**src/htfe_pkg.sv**
```systemverilog
// Shared types, constants and helper functions for the hex-text frame extractor.
`timescale 1ns / 1ps

package htfe_pkg;

  localparam int CHAR_W    = 8;
  localparam int MARKER_W  = 32;
  localparam int CFG_IDX_W = 2;

  localparam logic [CFG_IDX_W-1:0] REG_START_MARKER = 2'd0;
  localparam logic [CFG_IDX_W-1:0] REG_END_MARKER   = 2'd1;

  localparam logic [MARKER_W-1:0] START_MARKER_RST = 32'h3930_3030;
  localparam logic [MARKER_W-1:0] END_MARKER_RST   = 32'h3064_3061;

  // One decoded result from the parser stage.
  typedef struct packed {
    logic emit;
    logic last;
    logic err;
  } htfe_res_t;

  // Character at position pos of a marker, first character in the top byte.
  function automatic logic [CHAR_W-1:0] marker_char(input logic [MARKER_W-1:0] marker,
                                                    input logic [1:0] pos);
    logic [CHAR_W-1:0] c;
    unique case (pos)
      2'd0:    c = marker[31:24];
      2'd1:    c = marker[23:16];
      2'd2:    c = marker[15:8];
      default: c = marker[7:0];
    endcase
    return c;
  endfunction

  // Hex digit value in bits 3:0; bit 4 set when c is not a hex digit.
  function automatic logic [4:0] hex_value(input logic [CHAR_W-1:0] c);
    logic [4:0] v;
    if (c >= 8'h30 && c <= 8'h39) begin
      v = {1'b0, c[3:0]};
    end else if ((c >= 8'h61 && c <= 8'h66) || (c >= 8'h41 && c <= 8'h46)) begin
      v = {1'b0, c[3:0] + 4'd9};
    end else begin
      v = 5'h10;
    end
    return v;
  endfunction

endpackage

```
**src/htfe_in_if.sv**
```systemverilog
// Input character channel.
`timescale 1ns / 1ps

interface htfe_in_if;
  import htfe_pkg::*;
  logic              valid;
  logic              ready;
  logic [CHAR_W-1:0] in_char;

  modport source (output valid, output in_char, input ready);
  modport sink   (input valid, input in_char, output ready);
endinterface

```
**src/htfe_out_if.sv**
```systemverilog
// Result channel carrying frame characters and status flags.
`timescale 1ns / 1ps

interface htfe_out_if;
  import htfe_pkg::*;
  logic              valid;
  logic              ready;
  logic [CHAR_W-1:0] out_char;
  logic              frame_last;
  logic              frame_error;

  modport source (output valid, output out_char, output frame_last, output frame_error,
                  input ready);
  modport sink   (input valid, input out_char, input frame_last, input frame_error,
                  output ready);
endinterface

```
**src/htfe_cfg_if.sv**
```systemverilog
// Configuration write channel.
`timescale 1ns / 1ps

interface htfe_cfg_if;
  import htfe_pkg::*;
  logic                 valid;
  logic                 ready;
  logic [CFG_IDX_W-1:0] index;
  logic [MARKER_W-1:0]  data;

  modport source (output valid, output index, output data, input ready);
  modport sink   (input valid, input index, input data, output ready);
endinterface

```
**src/hex_text_frame_extractor.sv**
```systemverilog
// Top level of the hex-text frame extractor: input register, parser, result register.
// A transferred character passes the input register, then the result register, to the output.
// Throughput: one char per cycle unless stalled; parser state updates once per character.
// A stalled result holds the input register; input ready drops if that register is full.
// Reset (rst_n low, synchronous): pipeline emptied, parser hunts the start marker,
// marker registers return to "9000" and "0d0a".
`timescale 1ns / 1ps

module hex_text_frame_extractor
  import htfe_pkg::*;
(
  input  logic       clk,
  input  logic       rst_n,
  htfe_in_if.sink    in_ch,
  htfe_out_if.source out_ch,
  htfe_cfg_if.sink   cfg_ch
);

  logic [MARKER_W-1:0] start_marker;
  logic [MARKER_W-1:0] end_marker;

  logic              s1_valid_r;
  logic [CHAR_W-1:0] s1_char_r;
  logic              s1_fire;

  logic              out_valid_r;
  logic [CHAR_W-1:0] out_char_r;
  logic              out_last_r;
  logic              out_err_r;

  htfe_res_t res;

  htfe_cfg_regs u_cfg (
    .clk          (clk),
    .rst_n        (rst_n),
    .cfg          (cfg_ch),
    .start_marker (start_marker),
    .end_marker   (end_marker)
  );

  htfe_parser u_parser (
    .clk          (clk),
    .rst_n        (rst_n),
    .fire         (s1_fire),
    .char_in      (s1_char_r),
    .start_marker (start_marker),
    .end_marker   (end_marker),
    .res          (res)
  );

  // Advance the input register whenever the result slot is free or draining.
  assign s1_fire     = s1_valid_r && (!out_valid_r || out_ch.ready);
  assign in_ch.ready = !s1_valid_r || s1_fire;

  always_ff @(posedge clk) begin
    if (!rst_n) begin
      s1_valid_r <= 1'b0;
    end else if (in_ch.ready) begin
      s1_valid_r <= in_ch.valid;
    end
  end

  always_ff @(posedge clk) begin
    if (in_ch.ready && in_ch.valid) s1_char_r <= in_ch.in_char;
  end

  always_ff @(posedge clk) begin
    if (!rst_n) begin
      out_valid_r <= 1'b0;
    end else if (s1_fire) begin
      out_valid_r <= res.emit;
    end else if (out_ch.ready) begin
      out_valid_r <= 1'b0;
    end
  end

  always_ff @(posedge clk) begin
    if (s1_fire) begin
      out_char_r <= s1_char_r;
      out_last_r <= res.last;
      out_err_r  <= res.err;
    end
  end

  assign out_ch.valid       = out_valid_r;
  assign out_ch.out_char    = out_char_r;
  assign out_ch.frame_last  = out_last_r;
  assign out_ch.frame_error = out_err_r;

`ifndef SYNTHESIS
  a_out_hold: assert property (@(posedge clk) disable iff (!rst_n)
    out_valid_r && !out_ch.ready |=> out_valid_r && $stable(out_char_r))
    else $error("stalled result changed");

  a_flags_excl: assert property (@(posedge clk) disable iff (!rst_n)
    out_valid_r |-> !(out_last_r && out_err_r))
    else $error("result flagged both last and error");

  a_no_fire_when_blocked: assert property (@(posedge clk) disable iff (!rst_n)
    out_valid_r && !out_ch.ready |-> !s1_fire)
    else $error("parser advanced into an occupied result register");
`endif

endmodule

```
**src/htfe_cfg_regs.sv**
```systemverilog
// Start and end marker registers written over the configuration channel.
`timescale 1ns / 1ps

module htfe_cfg_regs
  import htfe_pkg::*;
(
  input  logic                 clk,
  input  logic                 rst_n,
  htfe_cfg_if.sink             cfg,
  output logic [MARKER_W-1:0]  start_marker,
  output logic [MARKER_W-1:0]  end_marker
);

  logic [MARKER_W-1:0] start_marker_r;
  logic [MARKER_W-1:0] end_marker_r;

  assign cfg.ready    = 1'b1;
  assign start_marker = start_marker_r;
  assign end_marker   = end_marker_r;

  // Writes to indexes beyond the register list are dropped.
  always_ff @(posedge clk) begin
    if (!rst_n) begin
      start_marker_r <= START_MARKER_RST;
      end_marker_r   <= END_MARKER_RST;
    end else if (cfg.valid) begin
      if (cfg.index == REG_START_MARKER) start_marker_r <= cfg.data;
      if (cfg.index == REG_END_MARKER)   end_marker_r   <= cfg.data;
    end
  end

endmodule

```
**src/htfe_parser.sv**
```systemverilog
// Frame parser state: marker compares, length digits and payload count.
`timescale 1ns / 1ps

module htfe_parser
  import htfe_pkg::*;
(
  input  logic                clk,
  input  logic                rst_n,
  input  logic                fire,
  input  logic [CHAR_W-1:0]   char_in,
  input  logic [MARKER_W-1:0] start_marker,
  input  logic [MARKER_W-1:0] end_marker,
  output htfe_res_t           res
);

  localparam logic [2:0] PH_START   = 3'd0;
  localparam logic [2:0] PH_LEN_HI  = 3'd1;
  localparam logic [2:0] PH_LEN_LO  = 3'd2;
  localparam logic [2:0] PH_PAYLOAD = 3'd3;
  localparam logic [2:0] PH_END     = 3'd4;
  localparam logic [2:0] PH_STOPPED = 3'd5;

  logic [2:0] phase_r, phase_nxt;
  logic [1:0] pos_r, pos_nxt;
  logic [3:0] len_hi_r, len_hi_nxt;
  logic [8:0] left_r, left_nxt;

  logic [4:0] hex;
  logic [8:0] left_dec;

  assign hex      = hex_value(char_in);
  assign left_dec = left_r - 9'd1;

  always_comb begin
    phase_nxt  = phase_r;
    pos_nxt    = pos_r;
    len_hi_nxt = len_hi_r;
    left_nxt   = left_r;
    res        = '{emit: 1'b1, last: 1'b0, err: 1'b0};
    unique case (phase_r)
      PH_START: begin
        if (char_in != marker_char(start_marker, pos_r)) begin
          res.err   = 1'b1;
          phase_nxt = PH_STOPPED;
        end else begin
          pos_nxt = pos_r + 2'd1;
          if (pos_r == 2'd3) phase_nxt = PH_LEN_HI;
        end
      end
      PH_LEN_HI: begin
        if (hex[4]) begin
          res.err   = 1'b1;
          phase_nxt = PH_STOPPED;
        end else begin
          len_hi_nxt = hex[3:0];
          phase_nxt  = PH_LEN_LO;
        end
      end
      PH_LEN_LO: begin
        if (hex[4]) begin
          res.err   = 1'b1;
          phase_nxt = PH_STOPPED;
        end else begin
          // Payload is two characters per byte.
          left_nxt  = {len_hi_r, hex[3:0], 1'b0};
          pos_nxt   = 2'd0;
          phase_nxt = ({len_hi_r, hex[3:0]} == 8'd0) ? PH_END : PH_PAYLOAD;
        end
      end
      PH_PAYLOAD: begin
        left_nxt = left_dec;
        if (left_dec == 9'd0) begin
          pos_nxt   = 2'd0;
          phase_nxt = PH_END;
        end
      end
      PH_END: begin
        if (char_in != marker_char(end_marker, pos_r)) begin
          res.err   = 1'b1;
          phase_nxt = PH_STOPPED;
        end else if (pos_r == 2'd3) begin
          res.last   = 1'b1;
          pos_nxt    = 2'd0;
          len_hi_nxt = 4'd0;
          left_nxt   = 9'd0;
          phase_nxt  = PH_START;
        end else begin
          pos_nxt = pos_r + 2'd1;
        end
      end
      default: begin
        // Stopped after an error: swallow everything.
        res.emit = 1'b0;
      end
    endcase
  end

  always_ff @(posedge clk) begin
    if (!rst_n) begin
      phase_r  <= PH_START;
      pos_r    <= 2'd0;
      len_hi_r <= 4'd0;
      left_r   <= 9'd0;
    end else if (fire) begin
      phase_r  <= phase_nxt;
      pos_r    <= pos_nxt;
      len_hi_r <= len_hi_nxt;
      left_r   <= left_nxt;
    end
  end

`ifndef SYNTHESIS
  a_stop_sticky: assert property (@(posedge clk) disable iff (!rst_n)
    phase_r == PH_STOPPED |=> phase_r == PH_STOPPED)
    else $error("parser left the stopped phase without reset");

  a_err_stops: assert property (@(posedge clk) disable iff (!rst_n)
    fire && res.emit && res.err |=> phase_r == PH_STOPPED)
    else $error("error result did not stop the parser");

  a_last_restarts: assert property (@(posedge clk) disable iff (!rst_n)
    fire && res.emit && res.last |=> phase_r == PH_START && pos_r == 2'd0)
    else $error("frame end did not return to start hunting");

  a_payload_count: assert property (@(posedge clk) disable iff (!rst_n)
    phase_r == PH_PAYLOAD |-> left_r != 9'd0)
    else $error("payload phase with no characters left");
`endif

endmodule

```
**src/flat_wrapper.sv**
```systemverilog
// flat-port wrapper written by rule: the top's interface ports become plain ports
module hex_text_frame_extractor_flat import htfe_pkg::*;
  (clk, rst_n, in_ch_valid, in_ch_in_char, in_ch_ready, out_ch_valid, out_ch_out_char, out_ch_frame_last, out_ch_frame_error, out_ch_ready, cfg_ch_valid, cfg_ch_index, cfg_ch_data, cfg_ch_ready);
  htfe_in_if in_ch_i ();
  htfe_out_if out_ch_i ();
  htfe_cfg_if cfg_ch_i ();
  input  logic clk;
  input  logic rst_n;
  input wire logic [$bits(in_ch_i.valid)-1:0] in_ch_valid;
  input wire logic [$bits(in_ch_i.in_char)-1:0] in_ch_in_char;
  output wire logic [$bits(in_ch_i.ready)-1:0] in_ch_ready;
  output wire logic [$bits(out_ch_i.valid)-1:0] out_ch_valid;
  output wire logic [$bits(out_ch_i.out_char)-1:0] out_ch_out_char;
  output wire logic [$bits(out_ch_i.frame_last)-1:0] out_ch_frame_last;
  output wire logic [$bits(out_ch_i.frame_error)-1:0] out_ch_frame_error;
  input wire logic [$bits(out_ch_i.ready)-1:0] out_ch_ready;
  input wire logic [$bits(cfg_ch_i.valid)-1:0] cfg_ch_valid;
  input wire logic [$bits(cfg_ch_i.index)-1:0] cfg_ch_index;
  input wire logic [$bits(cfg_ch_i.data)-1:0] cfg_ch_data;
  output wire logic [$bits(cfg_ch_i.ready)-1:0] cfg_ch_ready;
  assign in_ch_i.valid = in_ch_valid;
  assign in_ch_i.in_char = in_ch_in_char;
  assign in_ch_ready = in_ch_i.ready;
  assign out_ch_valid = out_ch_i.valid;
  assign out_ch_out_char = out_ch_i.out_char;
  assign out_ch_frame_last = out_ch_i.frame_last;
  assign out_ch_frame_error = out_ch_i.frame_error;
  assign out_ch_i.ready = out_ch_ready;
  assign cfg_ch_i.valid = cfg_ch_valid;
  assign cfg_ch_i.index = cfg_ch_index;
  assign cfg_ch_i.data = cfg_ch_data;
  assign cfg_ch_ready = cfg_ch_i.ready;
  hex_text_frame_extractor u_core (.clk(clk), .rst_n(rst_n), .in_ch(in_ch_i), .out_ch(out_ch_i), .cfg_ch(cfg_ch_i));
endmodule
```
**config.mk**
```make
export PLATFORM = sky130hd
export DESIGN_NAME = hex_text_frame_extractor_flat
export DESIGN_NICKNAME = d
export VERILOG_FILES = /design/src/htfe_pkg.sv /design/src/htfe_in_if.sv /design/src/htfe_out_if.sv /design/src/htfe_cfg_if.sv /design/src/hex_text_frame_extractor.sv /design/src/htfe_cfg_regs.sv /design/src/htfe_parser.sv /design/src/flat_wrapper.sv
export SDC_FILE = /design/constraint.sdc
export NUM_CORES = 1
export LEC_CHECK = 0
export BUFFER_PORTS_ARGS = -buffer_cell sky130_fd_sc_hd__buf_4
export CORE_UTILIZATION = 29
export DETAILED_ROUTE_END_ITERATION = 8
export PLACE_DENSITY_LB_ADDON = 0.3
export SETUP_SLACK_MARGIN = 0.2
export SYNTH_ARGS = -nofsm -noshare
export SYNTH_HDL_FRONTEND = slang
export SYNTH_SLANG_ARGS = --single-unit
```
**constraint.sdc**
```tcl
create_clock -name clk -period 6.5 [get_ports clk]
set_clock_uncertainty 0.2 [all_clocks]
set_input_delay 0.65 -clock clk [delete_from_list [all_inputs] [get_ports clk]]
set_output_delay 0.65 -clock clk [all_outputs]
set_load 0.05 [all_outputs]
```
==> results of run 1 <==
[layout make-up]
class / instances / area, um^2
well taps: 220 / 275.3
flip-flops and latches: 102 / 2222
clock inverters: 5 / 41.29
repair buffers: 63 / 473.0
fillers: 1729 / 10760
clock buffers: 11 / 252.7
inverters: 29 / 108.9
multi-input cells: 406 / 2395
[power groups by stage]
stage	sequential [mW]	combinational, mW	clock [mW]
6_report	0.688	0.141	0.537
5_1_grt	0.691	0.156	0.573
4_1_cts	0.688	0.142	0.548
3_5_place_dp	0.702	0.141	0
3_3_place_gp	0.702	0.139	0
2_1_floorplan	0.702	0.0841	0
[cell usage after synthesis, types with 6 or more instances]
cell | count | area (um^2)
a21oi_1 | 63 | 315.3
a222oi_1 | 16 | 160.2
buf_2 | 6 | 30.03
clkbuf_1 | 26 | 97.59
dfxtp_1 | 84 | 1682
edfxtp_1 | 18 | 540.5
ha_1 | 10 | 125.1
inv_1 | 28 | 105.1
mux2i_1 | 19 | 190.2
nand2_1 | 139 | 521.8
nand3_1 | 22 | 110.1
nor2_1 | 23 | 86.33
nor2b_1 | 6 | 37.54
nor3_1 | 7 | 35.03
o211ai_1 | 8 | 60.06
o21ai_0 | 7 | 35.03
xnor2_1 | 18 | 157.7
[routing by layer]
layer / part of all wire / global-route usage / wire length (um)
met1: 0.45 / 0.1890 / 5703
met2: 0.48 / 0.2522 / 6081
met3: 0.063 / 0.04630 / 802
met4: 0.013 / 0.05039 / 167
met5: 0 / 0 / 0
[layout by cell type (no fill, tap or decap), types with 9 or more instances in the layout]
| cell | instances |
|---|---|
| xnor2_1 | 18 |
| clkbuf_16 | 9 |
| buf_4 | 63 |
| a222oi_1 | 16 |
| nand2_1 | 139 |
| inv_1 | 28 |
| a21oi_1 | 63 |
| dfxtp_1 | 84 |
| nand3_1 | 22 |
| edfxtp_1 | 18 |
| ha_1 | 10 |
| mux2i_1 | 19 |
| nor2_1 | 23 |
[logic make-up after synthesis]
kind of cell	share of synthesized area
other cells	0.0007691
xor+xnor	0.03413
compound gates	0.1783
simple gates	0.2099
buf+inv	0.05414
mux	0.04131
fa+ha+maj	0.02566
flops	0.4557
[flip-flops by register name (all words and copies together), names as in the netlist]
register and cells:
u_core.u_cfg.end_marker 32, u_core.u_cfg.start_marker 32, u_core.u_parser.left_r 9, u_core.out_ch.out_char 8, u_core.s1_char_r 8, u_core.u_parser.len_hi_r 4, u_core.u_parser.phase_r 3, u_core.u_parser.pos_r 2
u_core.out_ch.frame_error 1, u_core.out_ch.frame_last 1, u_core.out_ch.valid 1, u_core.s1_valid_r 1
[worst min path at each step]
| stage | endpoint | depth (start not counted) |
|---|---|---|
| floorplan | u_core.out_ch.out_char[2] | 0 |
| global placement | u_core.u_cfg.end_marker[4] | 2 |
| detailed placement | u_core.u_cfg.end_marker[14] | 2 |
| CTS | u_core.s1_char_r[5] | 1 |
| global route | u_core.s1_char_r[6] | 1 |
| finish | u_core.u_cfg.end_marker[30] | 2 |
[critical path, cell delays in order (launching register included)]
cell and delay [ns]:
dfxtp_1 0.39, inv_1 0.10, ha_1 0.43, a222oi_1 0.45
mux2i_1 0.15, xnor2_1 0.20, nand4_2 0.17, nor2_4 0.23
o2111ai_2 0.41, or2_2 0.44, a21oi_1 0.12
[metrics by stage]
step                hold slack (ns)  total power, mW  instances
finish                       0.2587            1.365        836
global route                 0.2507            1.420        836
CTS                          0.2549            1.378        836
detailed placement           0.2470           0.8433        820
global placement             0.2431           0.8412        820
floorplan                    0.2206           0.7866        573
==> flow_summary.toml, run 1 <==
[run_status]
status = "finished, final reports clean"

[critical_path]
r2r_start = "u_core.u_parser.pos_r[0]"
startpoint = "u_core.u_parser.pos_r[0]"
reg2reg_to = "u_core.u_parser.left_r[5]"
cp_max_fo = 18
critPathLaunchType = "flop"
worstPathRequired_ns = 6.57
critPathKind = "reg2reg"
endpoint = "u_core.u_parser.left_r[5]"
r2r_slack_ns = 3.12
worstRegToRegCells = 10
end_kind = "flop"
arrival_ns = 3.46

[detailed_routing]
drt_iter0_drc = 362
drc = 0
routed_wl_um = 12750
drt-vias-per-instance = 5.094
wl_per_cell_um = 15.25
vias = 4259
drtPass1Iterations = 8
ant_nets = 0

[cts]
cts-buffers-inserted = 9
clk_path_buf_depth = 2
clk_latency_ns = 0.36
cts_tree = "built"
post-cts-setup-buffers = 0
htreeDepth = 3
clk_transition_reported_paths_ns = 0.07
hold_buffers = 0
root_buffer = "clkbuf_16"
post_cts_resized = 0
cts.sinks = 102

[placement]
portBuffers = 58
place_area_um2 = 5474
gp_congestion = 0.7927
dp_worst_setup_slack_ns = 3.109
hpwl_um = 8945

[sta]
setup_viol = 0
period_minus_slack_ns = 3.385
tightest_slew_ns = 1.172
final_max_slew_viol_count = 0
max-slew-margin-rel = 0.2160
fmax_mhz = 295.4
timing.final.ws_setup_ns = 3.115
hold_viol = 0
period_share = 0.5207
tns_ns = 0
rsz0062_at_grt = "false"

[final_layout]
fin_nets = 668
post-route-util = 0.3491
drive_gt1_frac = 0.1494
areaGrowthSynthToFinish_pct = 18.30
fin_area_um2 = 5768
n_antenna_cell = 0

[power_and_ir_drop]
ir_worst_vdd_uv = 117.3
p_per_area_nw_per_um2 = 236.6
pwr-share-clk = 0.393
p_sw_frac = 0.2608
power.internal_mw = 1.009
seqPwrFrac = 0.504
p_switching_mw = 0.3560
leakagePower_nw = 2.137
p_comb_frac = 0.103

[floorplan]
die_h_um = 131.7
die_x_um = 131.7
start_util = 0.2951
die_area_um2 = 17340
rows = 47
io_pins = 60
core_um2 = 16520

[job]
cap_violations = 0

[logic_synthesis]
async_flop_share = 0
syn-num-nets = 630
synth-edff-count = 18
ys_seq_area_frac = 0.4557
avgSynthCellArea_um2 = 8.509
ys.warnings.count = 0
synth_ff_type = "dfxtp_1"
synthCells = 573
synth_cell_types = 63
syn-cell-area_um2 = 4876
ys_ff_latch = 102

[global_routing]
grt.total_usage = 0.1529
grt_max_degree = 45
grt_first_pass_wirelength_um = 21020
globalRoute.totalOverflow = 0
grt_pass1_vias = 4199
antenna_found_initial = 0

[hold_path]
hold_path.startpoint = "u_core.u_cfg.end_marker[30]"
hold_path.class = "reg2reg"
Power figures use the tool's default switching activity.
==> run 2, diff against run 1 <==
- clock period: 6.5 -> 3 ns (I/O delays scaled with it)
==> run 2 against run 1 <==
  * Power increased by 120%
  * Clock power rose by 110%
  * Final cell count grew 9.6%
  * Register-to-register slack lost 3.1 ns
  * Non-clock buffer count up 79
  * Sequential cell count is the same
  * Critical path depth grew 3
  * Fmax up 15%
  * Worst hold slack got worse by 0.25 ns
  * Die area unchanged
  * Largest power group unchanged
  * Highest routed layer unchanged
==> flow_summary.toml, run 2 (synthesis results as in run 1) <==
[run_status]
status = "finished, final reports clean"

[critical_path]
cp_max_fo = 7
r2r_slack_ns = 0.06
crit_path_max_incr_delay_ns = 0.35
crit_slowest_cell = "dfxtp_4"
critPathLaunchType = "flop"
worstPathRequired_ns = 3.01
critPathKind = "reg2reg"
crit_chain = "buf_6 -> ha_4 -> buf_6 -> a222oi_1 -> mux2i_1 -> xnor2_1 -> nand4_1 -> nor2_4 -> buf_4 -> o2111ai_4 -> buf_4 -> o21ai_0 -> a21oi_1"
arrival_ns = 2.96
end_kind = "flop"

[global_routing]
grt.total_usage = 0.1595
globalRoute.totalOverflow = 0
grt_pass1_vias = 4283
antenna_found_initial = 0
grt_max_degree = 45
grt_first_pass_wirelength_um = 21930

[final_layout]
n_antenna_cell = 0
seqCellArea_um2 = 2230
fin_cells = 916
post-route-util = 0.4015
drive_gt1_frac = 0.2141
fin_nets = 748
final_cell_mix = "nand2_1, buf_4, dfxtp_1, a21oi_1, dlygate4sd3_1"
fillerInstances = 1633
multi_input_area_um2 = 2522
layout_commonest_cell = "nand2_1"
areaGrowthSynthToFinish_pct = 36.05

[cts]
clk_path_buf_depth = 2
root_buffer = "clkbuf_16"
clk_latency_ns = 0.35
cts_tree = "built"
cts.sinks = 102
htreeDepth = 3
clk_transition_reported_paths_ns = 0.07
cts-buffers-inserted = 9

[power_and_ir_drop]
power_mw = 3.015
p_per_area_nw_per_um2 = 454.4
ir_worst_vdd_uv = 266.4
leakagePower_nw = 2.532

[detailed_routing]
drc = 0
wl_per_cell_um = 15.04
vias = 4558
drt_iter0_drc = 379
ant_nets = 0
drt-vias-per-instance = 4.976
drtPass1Iterations = 5
routed_wl_um = 13780

[sta]
fmax_mhz = 339.6
period_share = 0.9815
holdWs_ns = 0.007802
period_minus_slack_ns = 2.945
max-slew-margin-rel = 0.4054
tightest_slew_ns = 0.8901
setup_viol = 0
rsz0062_at_grt = "true"
final_max_slew_viol_count = 0
hold_viol = 0

[floorplan]
die_h_um = 131.7
die_x_um = 131.7
io_pins = 60
rows = 47
core_um2 = 16520
die_area_um2 = 17340
start_util = 0.2951

[placement]
hpwl_um = 9367
portBuffers = 58
place_inst = 844
gp_congestion = 0.9206

[job]
cap_violations = 0

[hold_path]
hold_path.class = "in2reg"
==> run 2: repair_timing <==
action | in CTS | in global routing
resized for setup | 25 | 14
setup endpoints to repair | 19 | 20
hold buffers | 37 | 0
pin swaps | 22 | 15
hold endpoints to repair | 53 | 0
setup buffers | 14 | 4
gates cloned | 0 | 1
==> run 2: worst paths after layout <==
check / startpoint / to / cells past startpoint
worst max-delay path: u_core.u_parser.pos_r[0] / u_core.u_parser.left_r[4] / 13
worst min-delay path: cfg_ch_data[4] / u_core.u_cfg.start_marker[4] / 3
worst max register to register: u_core.u_parser.pos_r[0] / u_core.u_parser.left_r[4] / 13
worst min register to register: u_core.u_cfg.end_marker[17] / u_core.u_cfg.end_marker[17] / 2
==> run 2: metrics by stage <==
stage	setup slack (ns)	instance area (um^2)	setup TNS (ns)
after floorplan	0.2079	4878	0
after global placement	-0.06197	5669	-0.1132
after detailed placement	-0.05514	5669	-0.2003
after CTS	0.1121	6539	0
after global routing	-0.08084	6634	-0.4705
final	0.05540	6634	0
==> run 2: layout make-up <==
type / instances / share of cell area
flip-flops and latches: 102 / 0.3361
clock buffers: 11 / 0.03829
well taps: 220 / 0.04149
inverters: 29 / 0.01641
clock inverters: 5 / 0.005847
multi-input cells: 407 / 0.3802
repair buffers: 142 / 0.1816
==> run 2: worst max-delay path: cells and delay by family (launching register included) <==
| kind | cells | cell delay, ns |
|---|---|---|
| adders and majority gates | 1 | 0.19 |
| DFF | 1 | 0.35 |
| xor gates and xnor gates | 1 | 0.15 |
| buffers and inverters | 4 | 0.65 |
| muxes | 1 | 0.15 |
| AOI/OAI and AO/OA | 4 | 0.75 |
| and+or+nand+nor | 2 | 0.38 |
==> run 2: power breakdown <==
group	internal (mW)	total, mW	switching, mW
combinational	0.177	0.390	0.213
clock	0.621	1.15	0.524
sequential	1.44	1.48	0.0356
==> run 2: metal layers <==
| metal | global-route usage | wire length (um) | vias to the layer above |
|---|---|---|---|
| met4 | 0.05749 | 291 | 0 |
| li1 | - | - | 2240 |
| met3 | 0.03549 | 792 | 22 |
| met1 | 0.2089 | 6257 | 2151 |
| met5 | 0 | 0 | - |
| met2 | 0.2560 | 6436 | 145 |
